<file path="config.mk">
export PLATFORM = sky130hd
export DESIGN_NAME = fifo_fair_lock_arbiter
export DESIGN_NICKNAME = d
export VERILOG_FILES = /design/src/rtl/ffla_pkg.sv /design/src/rtl/ffla_ring_ram.sv /design/src/rtl/fifo_fair_lock_arbiter.sv
export SDC_FILE = /design/constraint.sdc
export NUM_CORES = 1
export LEC_CHECK = 0
export BUFFER_PORTS_ARGS = -buffer_cell sky130_fd_sc_hd__buf_2
export CAP_MARGIN = 20
export CELL_PAD_IN_SITES_DETAIL_PLACEMENT = 2
export CELL_PAD_IN_SITES_GLOBAL_PLACEMENT = 2
export CORE_ASPECT_RATIO = 1.2
export CORE_MARGIN = 3
export CORE_UTILIZATION = 38
export CTS_CLUSTER_SIZE = 10
export DETAILED_ROUTE_END_ITERATION = 16
export HOLD_SLACK_MARGIN = 0.1
export MAX_ROUTING_LAYER = met4
export PLACE_DENSITY = 0.82
export SYNTH_ARGS = -nofsm -noshare
export SYNTH_HDL_FRONTEND = slang
export SYNTH_HIERARCHICAL = 1
export SYNTH_SLANG_ARGS = --single-unit
</file>
<file path="constraint.sdc">
create_clock -name clk -period 2.6 [get_ports clk]
set_input_delay 0.13 -clock clk [delete_from_list [all_inputs] [get_ports clk]]
set_output_delay 0.13 -clock clk [all_outputs]
set_load 0.02 [all_outputs]
</file>
<file path="src/rtl/ffla_pkg.sv">
// ----------------------------------------------------------------------------
// ffla_pkg
// Shared types, sizes and codes of the first-come first-served lock arbiter.
// ----------------------------------------------------------------------------
package ffla_pkg;

  localparam int QUEUE_DEPTH = 16;
  localparam int REQUESTERS  = 16;

  localparam int QIDX_W = (QUEUE_DEPTH > 1) ? $clog2(QUEUE_DEPTH) : 1;
  localparam int QSUM_W = QIDX_W + 1;
  localparam int CNT_W  = $clog2(QUEUE_DEPTH + 1);
  localparam int REQ_W  = 4;

  localparam logic [1:0] CMD_LOCK   = 2'd0;
  localparam logic [1:0] CMD_TRY    = 2'd1;
  localparam logic [1:0] CMD_UNLOCK = 2'd2;

  localparam logic [2:0] ST_GRANTED = 3'd0;
  localparam logic [2:0] ST_QUEUED  = 3'd1;
  localparam logic [2:0] ST_REFUSED = 3'd2;
  localparam logic [2:0] ST_HANDED  = 3'd3;
  localparam logic [2:0] ST_FREED   = 3'd4;
  localparam logic [2:0] ST_ERROR   = 3'd5;

  typedef struct packed {
    logic [1:0]       command;
    logic [REQ_W-1:0] requester;
  } in_beat_t;

  typedef struct packed {
    logic [2:0]       status;
    logic             grant_valid;
    logic [REQ_W-1:0] grant_requester;
    logic [4:0]       waiting_count;
  } out_beat_t;

endpackage

</file>
<file path="src/rtl/ffla_ring_ram.sv">
// ----------------------------------------------------------------------------
// ffla_ring_ram
// Single-clock RAM, one write port and one registered read port.
// ----------------------------------------------------------------------------
module ffla_ring_ram #(
  parameter int DEPTH  = 16,
  parameter int DATA_W = 4,
  parameter int ADDR_W = 4
) (
  input  logic              clk,
  input  logic              wr_en,
  input  logic [ADDR_W-1:0] wr_addr,
  input  logic [DATA_W-1:0] wr_data,
  input  logic              rd_en,
  input  logic [ADDR_W-1:0] rd_addr,
  output logic [DATA_W-1:0] rd_data
);

  logic [DATA_W-1:0] mem [DEPTH];
  logic [DATA_W-1:0] rd_data_r;

  always_ff @(posedge clk) begin
    if (wr_en) begin
      mem[wr_addr] <= wr_data;
    end
  end

  always_ff @(posedge clk) begin
    if (rd_en) begin
      rd_data_r <= mem[rd_addr];
    end
  end

  assign rd_data = rd_data_r;

endmodule

</file>
<file path="src/rtl/fifo_fair_lock_arbiter.sv">
// ----------------------------------------------------------------------------
// fifo_fair_lock_arbiter
// Fair lock: grants first come, first served, waiters held in a RAM ring.
// ----------------------------------------------------------------------------
// Input channel in_valid/in_stall/in_data carries one command beat (lock,
// try lock, unlock) with a requester number. Every beat yields exactly one
// result beat on out_valid/out_stall/out_data: status, grant flag, granted
// requester and the number of waiters left.
// An accepted beat's result is registered straight into the output register.
// An unlock that hands the lock on first reads the ring RAM head entry into
// the registered read port; in_stall is high until the output takes it.
// Throughput: one beat per cycle while out_stall is low, except that after a
// hand-over no new beat is taken until its result is loaded from the RAM.
// The output register holds a result while out_stall is high; a new beat is
// taken in the same cycle that the waiting result is taken.
// Reset (rst_n low, synchronous): lock free, queue empty, no result pending.
// The ring RAM itself is not cleared; only entries written are ever read.
// ----------------------------------------------------------------------------
module fifo_fair_lock_arbiter
  import ffla_pkg::*;
(
  input  logic      clk,
  input  logic      rst_n,
  input  logic      in_valid,
  output logic      in_stall,
  input  in_beat_t  in_data,
  output logic      out_valid,
  input  logic      out_stall,
  output out_beat_t out_data
);

  localparam logic [QSUM_W-1:0] DEPTH_S = QSUM_W'(QUEUE_DEPTH);
  localparam logic [CNT_W-1:0]  DEPTH_C = CNT_W'(QUEUE_DEPTH);
  localparam logic [8:0]        REQ_LIM = 9'(REQUESTERS);

  logic              held_r,  held_nxt;
  logic [QIDX_W-1:0] head_r,  head_nxt;
  logic [CNT_W-1:0]  cnt_r,   cnt_nxt;
  logic              pend_r;
  logic              out_valid_r;
  out_beat_t         out_data_r;

  logic              in_acc;
  logic              req_ok;
  logic              wr_en;
  logic              rd_en;
  logic [QSUM_W-1:0] tail_sum;
  logic [QSUM_W-1:0] head_sum;
  logic [QIDX_W-1:0] tail_idx;
  logic [QIDX_W-1:0] head_inc;
  logic [REQ_W-1:0]  rd_data;
  out_beat_t         res;

  assign in_stall = pend_r || (out_valid_r && out_stall);
  assign in_acc   = in_valid && !in_stall;
  assign req_ok   = {5'b0, in_data.requester} < REQ_LIM;

  // wrap head + count back into the ring
  assign tail_sum = QSUM_W'(head_r) + QSUM_W'(cnt_r);
  assign tail_idx = (tail_sum >= DEPTH_S) ? QIDX_W'(tail_sum - DEPTH_S)
                                          : QIDX_W'(tail_sum);
  assign head_sum = QSUM_W'(head_r) + QSUM_W'(1);
  assign head_inc = (head_sum >= DEPTH_S) ? QIDX_W'(head_sum - DEPTH_S)
                                          : QIDX_W'(head_sum);

  always_comb begin
    held_nxt            = held_r;
    head_nxt            = head_r;
    cnt_nxt             = cnt_r;
    wr_en               = 1'b0;
    rd_en               = 1'b0;
    res.status          = ST_ERROR;
    res.grant_valid     = 1'b0;
    res.grant_requester = '0;
    if (in_acc && req_ok) begin
      if (in_data.command == CMD_LOCK || in_data.command == CMD_TRY) begin
        if (!held_r && cnt_r == '0) begin
          held_nxt            = 1'b1;
          res.status          = ST_GRANTED;
          res.grant_valid     = 1'b1;
          res.grant_requester = in_data.requester;
        end else if (in_data.command == CMD_TRY) begin
          res.status = ST_REFUSED;
        end else if (cnt_r < DEPTH_C) begin
          wr_en      = 1'b1;
          cnt_nxt    = cnt_r + CNT_W'(1);
          res.status = ST_QUEUED;
        end
      end else if (in_data.command == CMD_UNLOCK && held_r) begin
        if (cnt_r != '0) begin
          // hand over: head entry comes back from the RAM next cycle
          rd_en    = 1'b1;
          head_nxt = head_inc;
          cnt_nxt  = cnt_r - CNT_W'(1);
        end else begin
          held_nxt   = 1'b0;
          res.status = ST_FREED;
        end
      end
    end
    res.waiting_count = 5'(cnt_nxt);
  end

  ffla_ring_ram #(
    .DEPTH  (QUEUE_DEPTH),
    .DATA_W (REQ_W),
    .ADDR_W (QIDX_W)
  ) u_ring (
    .clk     (clk),
    .wr_en   (wr_en),
    .wr_addr (tail_idx),
    .wr_data (in_data.requester),
    .rd_en   (rd_en),
    .rd_addr (head_r),
    .rd_data (rd_data)
  );

  always_ff @(posedge clk) begin
    if (!rst_n) begin
      held_r <= 1'b0;
      head_r <= '0;
      cnt_r  <= '0;
      pend_r <= 1'b0;
    end else begin
      held_r <= held_nxt;
      head_r <= head_nxt;
      cnt_r  <= cnt_nxt;
      pend_r <= rd_en;
    end
  end

  always_ff @(posedge clk) begin
    if (!rst_n) begin
      out_valid_r <= 1'b0;
    end else if (pend_r) begin
      // output is free here: the hand-over beat was taken with it empty or draining
      out_valid_r                <= 1'b1;
      out_data_r.status          <= ST_HANDED;
      out_data_r.grant_valid     <= 1'b1;
      out_data_r.grant_requester <= rd_data;
      out_data_r.waiting_count   <= 5'(cnt_r);
    end else if (in_acc && !rd_en) begin
      out_valid_r <= 1'b1;
      out_data_r  <= res;
    end else if (!out_stall) begin
      out_valid_r <= 1'b0;
    end
  end

  assign out_valid = out_valid_r;
  assign out_data  = out_data_r;

  a_cnt_bound: assert property (@(posedge clk) disable iff (!rst_n)
    cnt_r <= DEPTH_C)
    else $error("waiter count beyond queue depth");

  a_wait_held: assert property (@(posedge clk) disable iff (!rst_n)
    (cnt_r != '0) |-> held_r)
    else $error("waiters queued while lock is free");

  a_handover: assert property (@(posedge clk) disable iff (!rst_n)
    pend_r |=> (out_valid_r && out_data_r.status == ST_HANDED
                && out_data_r.grant_valid))
    else $error("hand-over result not delivered after RAM read");

  a_no_overrun: assert property (@(posedge clk) disable iff (!rst_n)
    (out_valid_r && out_stall && !pend_r) |=> (out_valid_r && $stable(out_data_r)))
    else $error("stalled result overwritten");

endmodule

</file>
* Word level (Yosys, flattened, before mapping)
Memory sizes are Yosys's and may differ from the RTL's. A register that Yosys moved wholly into a read port is not among the register bits.
Index checks and enable logic that the tools add are counted.
** Storage, ports and cells
- Bits of input ports :: 10
- Output and inout bits :: 15
- Memory bits (writable) :: 64
- Memories :: 1
- Bits in registers :: 25
- Word-level logic and storage cells :: 81
** Cells by class
- Mux-type cells :: 38
- Reductions and logical operators :: 18
- $lt $le $gt $ge :: 3
- Add/sub/neg operators :: 6
- Equal/unequal tests :: 5
- Bitwise gates (word level) :: 1
** Memory list
- u_ring.mem :: words 16, width 4, read ports 1, clocked after Yosys merged registers in 1, wr ports 1, RTL line ffla_ring_ram.sv:19 : logic [DATA_W-1:0] mem [DEPTH];
** Operator list (count)
- 2-to-1 mux 5 bit :: 9
- 2-to-1 mux 1 bit :: 20
- 2-to-1 mux 13 bit :: 1
- 2-to-1 mux 3 bit :: 4
- >= comparator 5 bit, second input constant :: 2
- 2-to-1 mux 9 bit :: 1
- 2-to-1 mux 4 bit :: 2
- 2-to-1 mux 8 bit :: 1
- AND reduction 4 bit :: 2
- subtractor 4 x 1 -> 4 bit, second input constant :: 2
- adder 4 x 1 -> 5 bit, second input constant :: 1
- adder 4 x 5 -> 5 bit :: 1
- adder 5 x 1 -> 5 bit, second input constant :: 1
- logical AND 1 bit :: 5
- zero test 5 bit :: 1
- < comparator 5 bit, second input constant :: 1
- nonzero test 5 bit :: 1
- subtractor 5 x 1 -> 5 bit, second input constant :: 1
- nonzero test 2 bit :: 2
- zero test 1 bit :: 3
- inequality test 3 x 1 -> 1 bit, second input constant :: 1
- == test 2 x 1 -> 1 bit, second input constant :: 1
- == test 2 bit, second input constant :: 1
- zero test 2 bit :: 1
- other kinds (5) :: 6

* Logic depth before layout (Yosys ltp)
- Word-level depth :: 9
- Depth in mapped cells :: 8

* Cells and area by module
The synthesis kept the hierarchy.
** Modules (own cells, without submodules)
- ffla_ring_ram :: area each 2706.3 µm², instances 1, seq. area each 2042.0 µm², cells an instance 130
- fifo_fair_lock_arbiter :: area each 1420.1 µm², instances 1, seq. area each 630.6 µm², cells an instance 138

* Worst setup path before layout
Ideal clock, no wire load.
- Kind :: flip-flop to flip-flop
- Start point :: register cnt_r[1]
- End point :: memory u_ring.mem[0][0] (enable)
- Setup time :: 361 ps
- Slack :: -11 ps
- Stages on the path, launching flop included :: 8
- Data arrival time :: 2250 ps
- Path through :: dfxtp_1 -> inv_1 -> ha_1 -> nor4b_2 -> or3_1 -> nor2_1 -> or3b_2 -> nor3_1
** On the way
- Word-level cells in the longest chain between the ends :: 8
- Elaborated cells between the ends (all ways) :: 14
** RTL lines
- start, declared :: RTL line fifo_fair_lock_arbiter.sv:38 : logic [CNT_W-1:0] cnt_r, cnt_nxt;
- start signal, assigned :: RTL line fifo_fair_lock_arbiter.sv:127 : cnt_r <= cnt_nxt;
- < comparator 5 bit :: RTL line fifo_fair_lock_arbiter.sv:84 : end else if (cnt_r < DEPTH_C) begin
- 2-to-1 mux 1 bit :: RTL line fifo_fair_lock_arbiter.sv:84
- 2-to-1 mux 1 bit :: RTL line fifo_fair_lock_arbiter.sv:82 : end else if (in_data.command == CMD_TRY) begin
- 2-to-1 mux 1 bit * :: RTL line fifo_fair_lock_arbiter.sv:77 : if (!held_r && cnt_r == '0) begin
- 2-to-1 mux 1 bit * :: RTL line fifo_fair_lock_arbiter.sv:76 : if (in_data.command == CMD_LOCK || in_data.command == CMD_TRY) begin
- 2-to-1 mux 1 bit * :: RTL line fifo_fair_lock_arbiter.sv:75 : if (in_acc && req_ok) begin
- net wr_en :: RTL line fifo_fair_lock_arbiter.sv:45 : logic wr_en;
- 2-to-1 mux 1 bit * :: RTL line ffla_ring_ram.sv:23 : if (wr_en) begin
- 2-to-1 mux 1 bit (not written as such) * :: RTL line ffla_ring_ram.sv:24 : mem[wr_addr] <= wr_data;
- end, declared :: RTL line ffla_ring_ram.sv:19
Mark *: on every way through the listed nets, which the timed path passes. The rest lies on a longest branch.

* Final worst setup path
- Start point :: register cnt_r[0]
- End point :: memory u_ring.mem[15][0] (enable)
** On the way
- Elaborated cells between the ends (all ways) :: 14
** RTL lines
- adder 4 x 5 -> 5 bit * :: RTL line fifo_fair_lock_arbiter.sv:59 : assign tail_sum = QSUM_W'(head_r) + QSUM_W'(cnt_r);
- subtractor 4 x 1 -> 4 bit / >= comparator 5 bit (equally long branches) :: RTL line fifo_fair_lock_arbiter.sv:60 : assign tail_idx = (tail_sum >= DEPTH_S) ? QIDX_W'(tail_sum - DEPTH_S)
- 2-to-1 mux 4 bit * :: RTL line fifo_fair_lock_arbiter.sv:60
- net tail_idx[1] :: RTL line fifo_fair_lock_arbiter.sv:49 : logic [QIDX_W-1:0] tail_idx;
Marks and branches as above.

==> flow_summary.yaml <==
clocking:
  clock_sinks: 93
  cts_buffers: 9
  post_cts_buffers: 0
  htreeDepth: 3
  cts_tree: "built"
  cts_buffer_depth: 2
  root_buffer: "clkbuf_16"
  clkLatencyLatePin_ps: 360
  hold_buffers: 0
  path_clk_slew_ps: 60
placed_design:
  pre_cts_ws_ps: -57.1
  port_buffers: 24
  dp_hpwl_um: 8280
  gp_congestion: 0.810
yosys:
  yosys.cell_types.count: 52
  avgSynthCellArea_um2: 15.4
  synth_ff_type: "edfxtp_1"
  synth_top_cell_area_share_pct: 58.9
  synth_enable_flop_cells: 81
  synth_warnings: 6
  syn-num-nets: 285
  synth_area_um2: 4130
  synth-async-reset-ratio_pct: 0
  synth_cells: 268
  ys_ff_latch: 93
  yosysTopAreaCell: "edfxtp_1"
  yosysSeqAreaShare_pct: 64.8
  synthTopCellsByArea: "edfxtp_1 (59%), mux4_1 (8.9%), dfxtp_1 (5.8%), nor2_1 (2.0%), ha_1 (1.8%)"
sta:
  finalSetupViolCount: 0
  relSlewSlack_pct: 56.6
  skew_ps: 14.9
  hold_viol_final: 0
  tightest_slew_ps: 646
  fmax_ghz: 0.403
  setup_tns_ps: 0
  rsz0062_at_grt: "true"
  layout_setup_ws_ps: 118
  finalCritPeriodShare_pct: 95.5
  fin_crit_ps: 2480
  finalMaxSlewViolations: 0
min_path:
  whs_endpoint: "out_valid"
  hp-class: "in -> reg"
  hold-path-cell-count: 2
  hold_start: "rst_n"
power:
  power_switching_uw: 688
  p_comb_share_pct: 5.0
  swShare_pct: 22.1
  power.leakage_nw: 1.68
  internal-power_mw: 2.43
  ir_worst_vdd_mv: 0.363
  clock_power_share_pct: 42.3
  power_per_cell_area_nw_per_um2: 654
  pwr-share-seq_pct: 52.7
setup_path:
  crit_path_start: "cnt_r[0]"
  reg2reg_from: "cnt_r[0]"
  critPathMaxFanout: 7
  reg2reg_depth: 5
  critical_path_class: "reg -> reg"
  cp-start-kind: "register"
  worst_r2r_endpoint: "u_ring/mem[15][0]"
  required_ps: 2600
  rrSetupSlack_ps: 120
  end_kind: "register"
  cp.arrival_ps: 2480
layout:
  fillerInstances: 1007
  regArea_um2: 2670
  nNetsFinal: 323
  multiInputGateArea_um2: 1390
  area.growth.synth_to_final_pct: 15.6
  drive_gt1_share_pct: 22.6
  n_antenna_cell: 0
drt:
  wl_um: 11500
  vias_per_cell: 5.64
  vias: 2475
  drt_iter0_drc: 91
  avgRoutedWirePerCell_um: 26.1
  ant_nets: 0
  firstDrtPassIters: 5
  post-route-drc-count: 0
grt:
  grt_pass1_wl_um: 17500
  grt_pass1_vias: 2780
  grt_start_max_net_pins: 20
  antenna_found_initial: 0
  grt_usage_pct: 21.0
  gr-total-overflow: 0
job:
  max-cap-violations: 0
floorplan:
  rows: 41
  initial_core_util_pct: 39.0
  fp.coreArea_um2: 10600
  die_area_um2: 12200
  die_x_um: 101
  fp.dieH_um: 120
  ios: 25
run_status:
  status: "complete, no violations"
==> logic make-up (layout without fill, tap and decap cells) <==
group	after synthesis	after routing	share of synthesized area, %
mux	17	17	10.2
buf+inv	18	60	2.46
xor+xnor	8	8	1.70
simple gates	91	91	12.2
fa+ha+maj	7	7	2.30
compound gates	34	34	6.34
flops	93	93	64.8
==> critical path, stage by stage, from the launching register on <==
cell and delay [ps]:
dfxtp_1 310, buf_4 150, ha_1 210, fa_1 730, nand2_1 320, nor2_1 420
==> power by group through the flow <==
stage                     Sequential, mW  Clock (mW)  Combinational, mW
after floorplan                     1.69           0             0.0734
after global placement              1.67           0              0.148
after detailed placement            1.68           0              0.158
after CTS                           1.64        1.35              0.159
after global routing                1.64        1.41              0.175
final                               1.64        1.32              0.157
==> repair_timing <==
item,in CTS,in global routing
gates resized for setup,1,8
pin swaps,0,1
setup endpoints to repair,4,48
==> worst max-delay path by stage <==
| stage | to | slack, ps |
|---|---|---|
| after floorplan | u_ring/mem[0][0] | 130 |
| after global placement | u_ring/mem[3][0] | 200 |
| after detailed placement | u_ring/mem[2][2] | -60 |
| after CTS | u_ring/mem[0][2] | -8 |
| after global routing | u_ring/mem[12][2] | -40 |
| final | u_ring/mem[15][0] | 120 |
==> flip-flops by register name (all words and copies together) (netlist names) <==
name	flops
u_ring/rd_data	4
head_r	4
out_data	13
out_valid	1
held_r	1
cnt_r	5
u_ring/mem	64
pend_r	1
==> cell type report <==
type                       count  area share, %
sequential                    93           56.0
inverter                       5          0.394
tap                          129           3.38
clock buffer                  10           4.80
timing repair buffer          40           5.04
clock inverter                 5           1.26
multi-input combinational    157           29.1
==> synthesized netlist by cell type (all sizes together) (2+ instances only) <==
cell,n
edfxtp,81
nor2,22
mux4,16
nand3,15
dfxtp,12
and2,11
nand2,9
nor3,9
buf,8
ha,6
nand3b,6
clkbuf,5
inv,5
nor2b,5
xor2,5
a21oi,4
a22o,4
a22oi,4
o21ai,4
nand2b,3
xnor2,3
a21o,2
nand4,2
nor4,2
nor4b,2
o21a,2
o22ai,2
o31ai,2
or4b,2
==> cells in the final DEF, fill, tap and decap left out, drive strengths merged, types with 6 or more instances in the layout <==
cell type	n
dfxtp	12
nand3	15
nor3	9
ha	6
nand2	9
clkbuf	10
buf	40
nor2	22
inv	6
and2	11
edfxtp	81
mux4	16
nand3b	6
==> layer usage <==
layer / global-route usage, % / vias to the layer above / share of wire (%)
met5: - / - / 0
met4: 11.4 / 0 / 3.8
met3: 3.84 / 31 / 3.8
met2: 36.0 / 66 / 54
met1: 22.7 / 1249 / 38
li1: - / 1129 / -
==> stage by stage <==
stage | power, mW | instance area (um^2) | cells | hold WS (ps) | utilization, %
global route | 3.23 | 4770 | 439 | 167 | 45.1
floorplan | 1.76 | 4130 | 268 | 229 | -
global placement | 1.82 | 4450 | 424 | 503 | 42.1
detailed placement | 1.83 | 4450 | 424 | 518 | 42.1
CTS | 3.15 | 4740 | 439 | 144 | 44.9
finish | 3.12 | 4770 | 439 | 144 | 45.1
No activity file was read; power rests on OpenSTA's default activity.
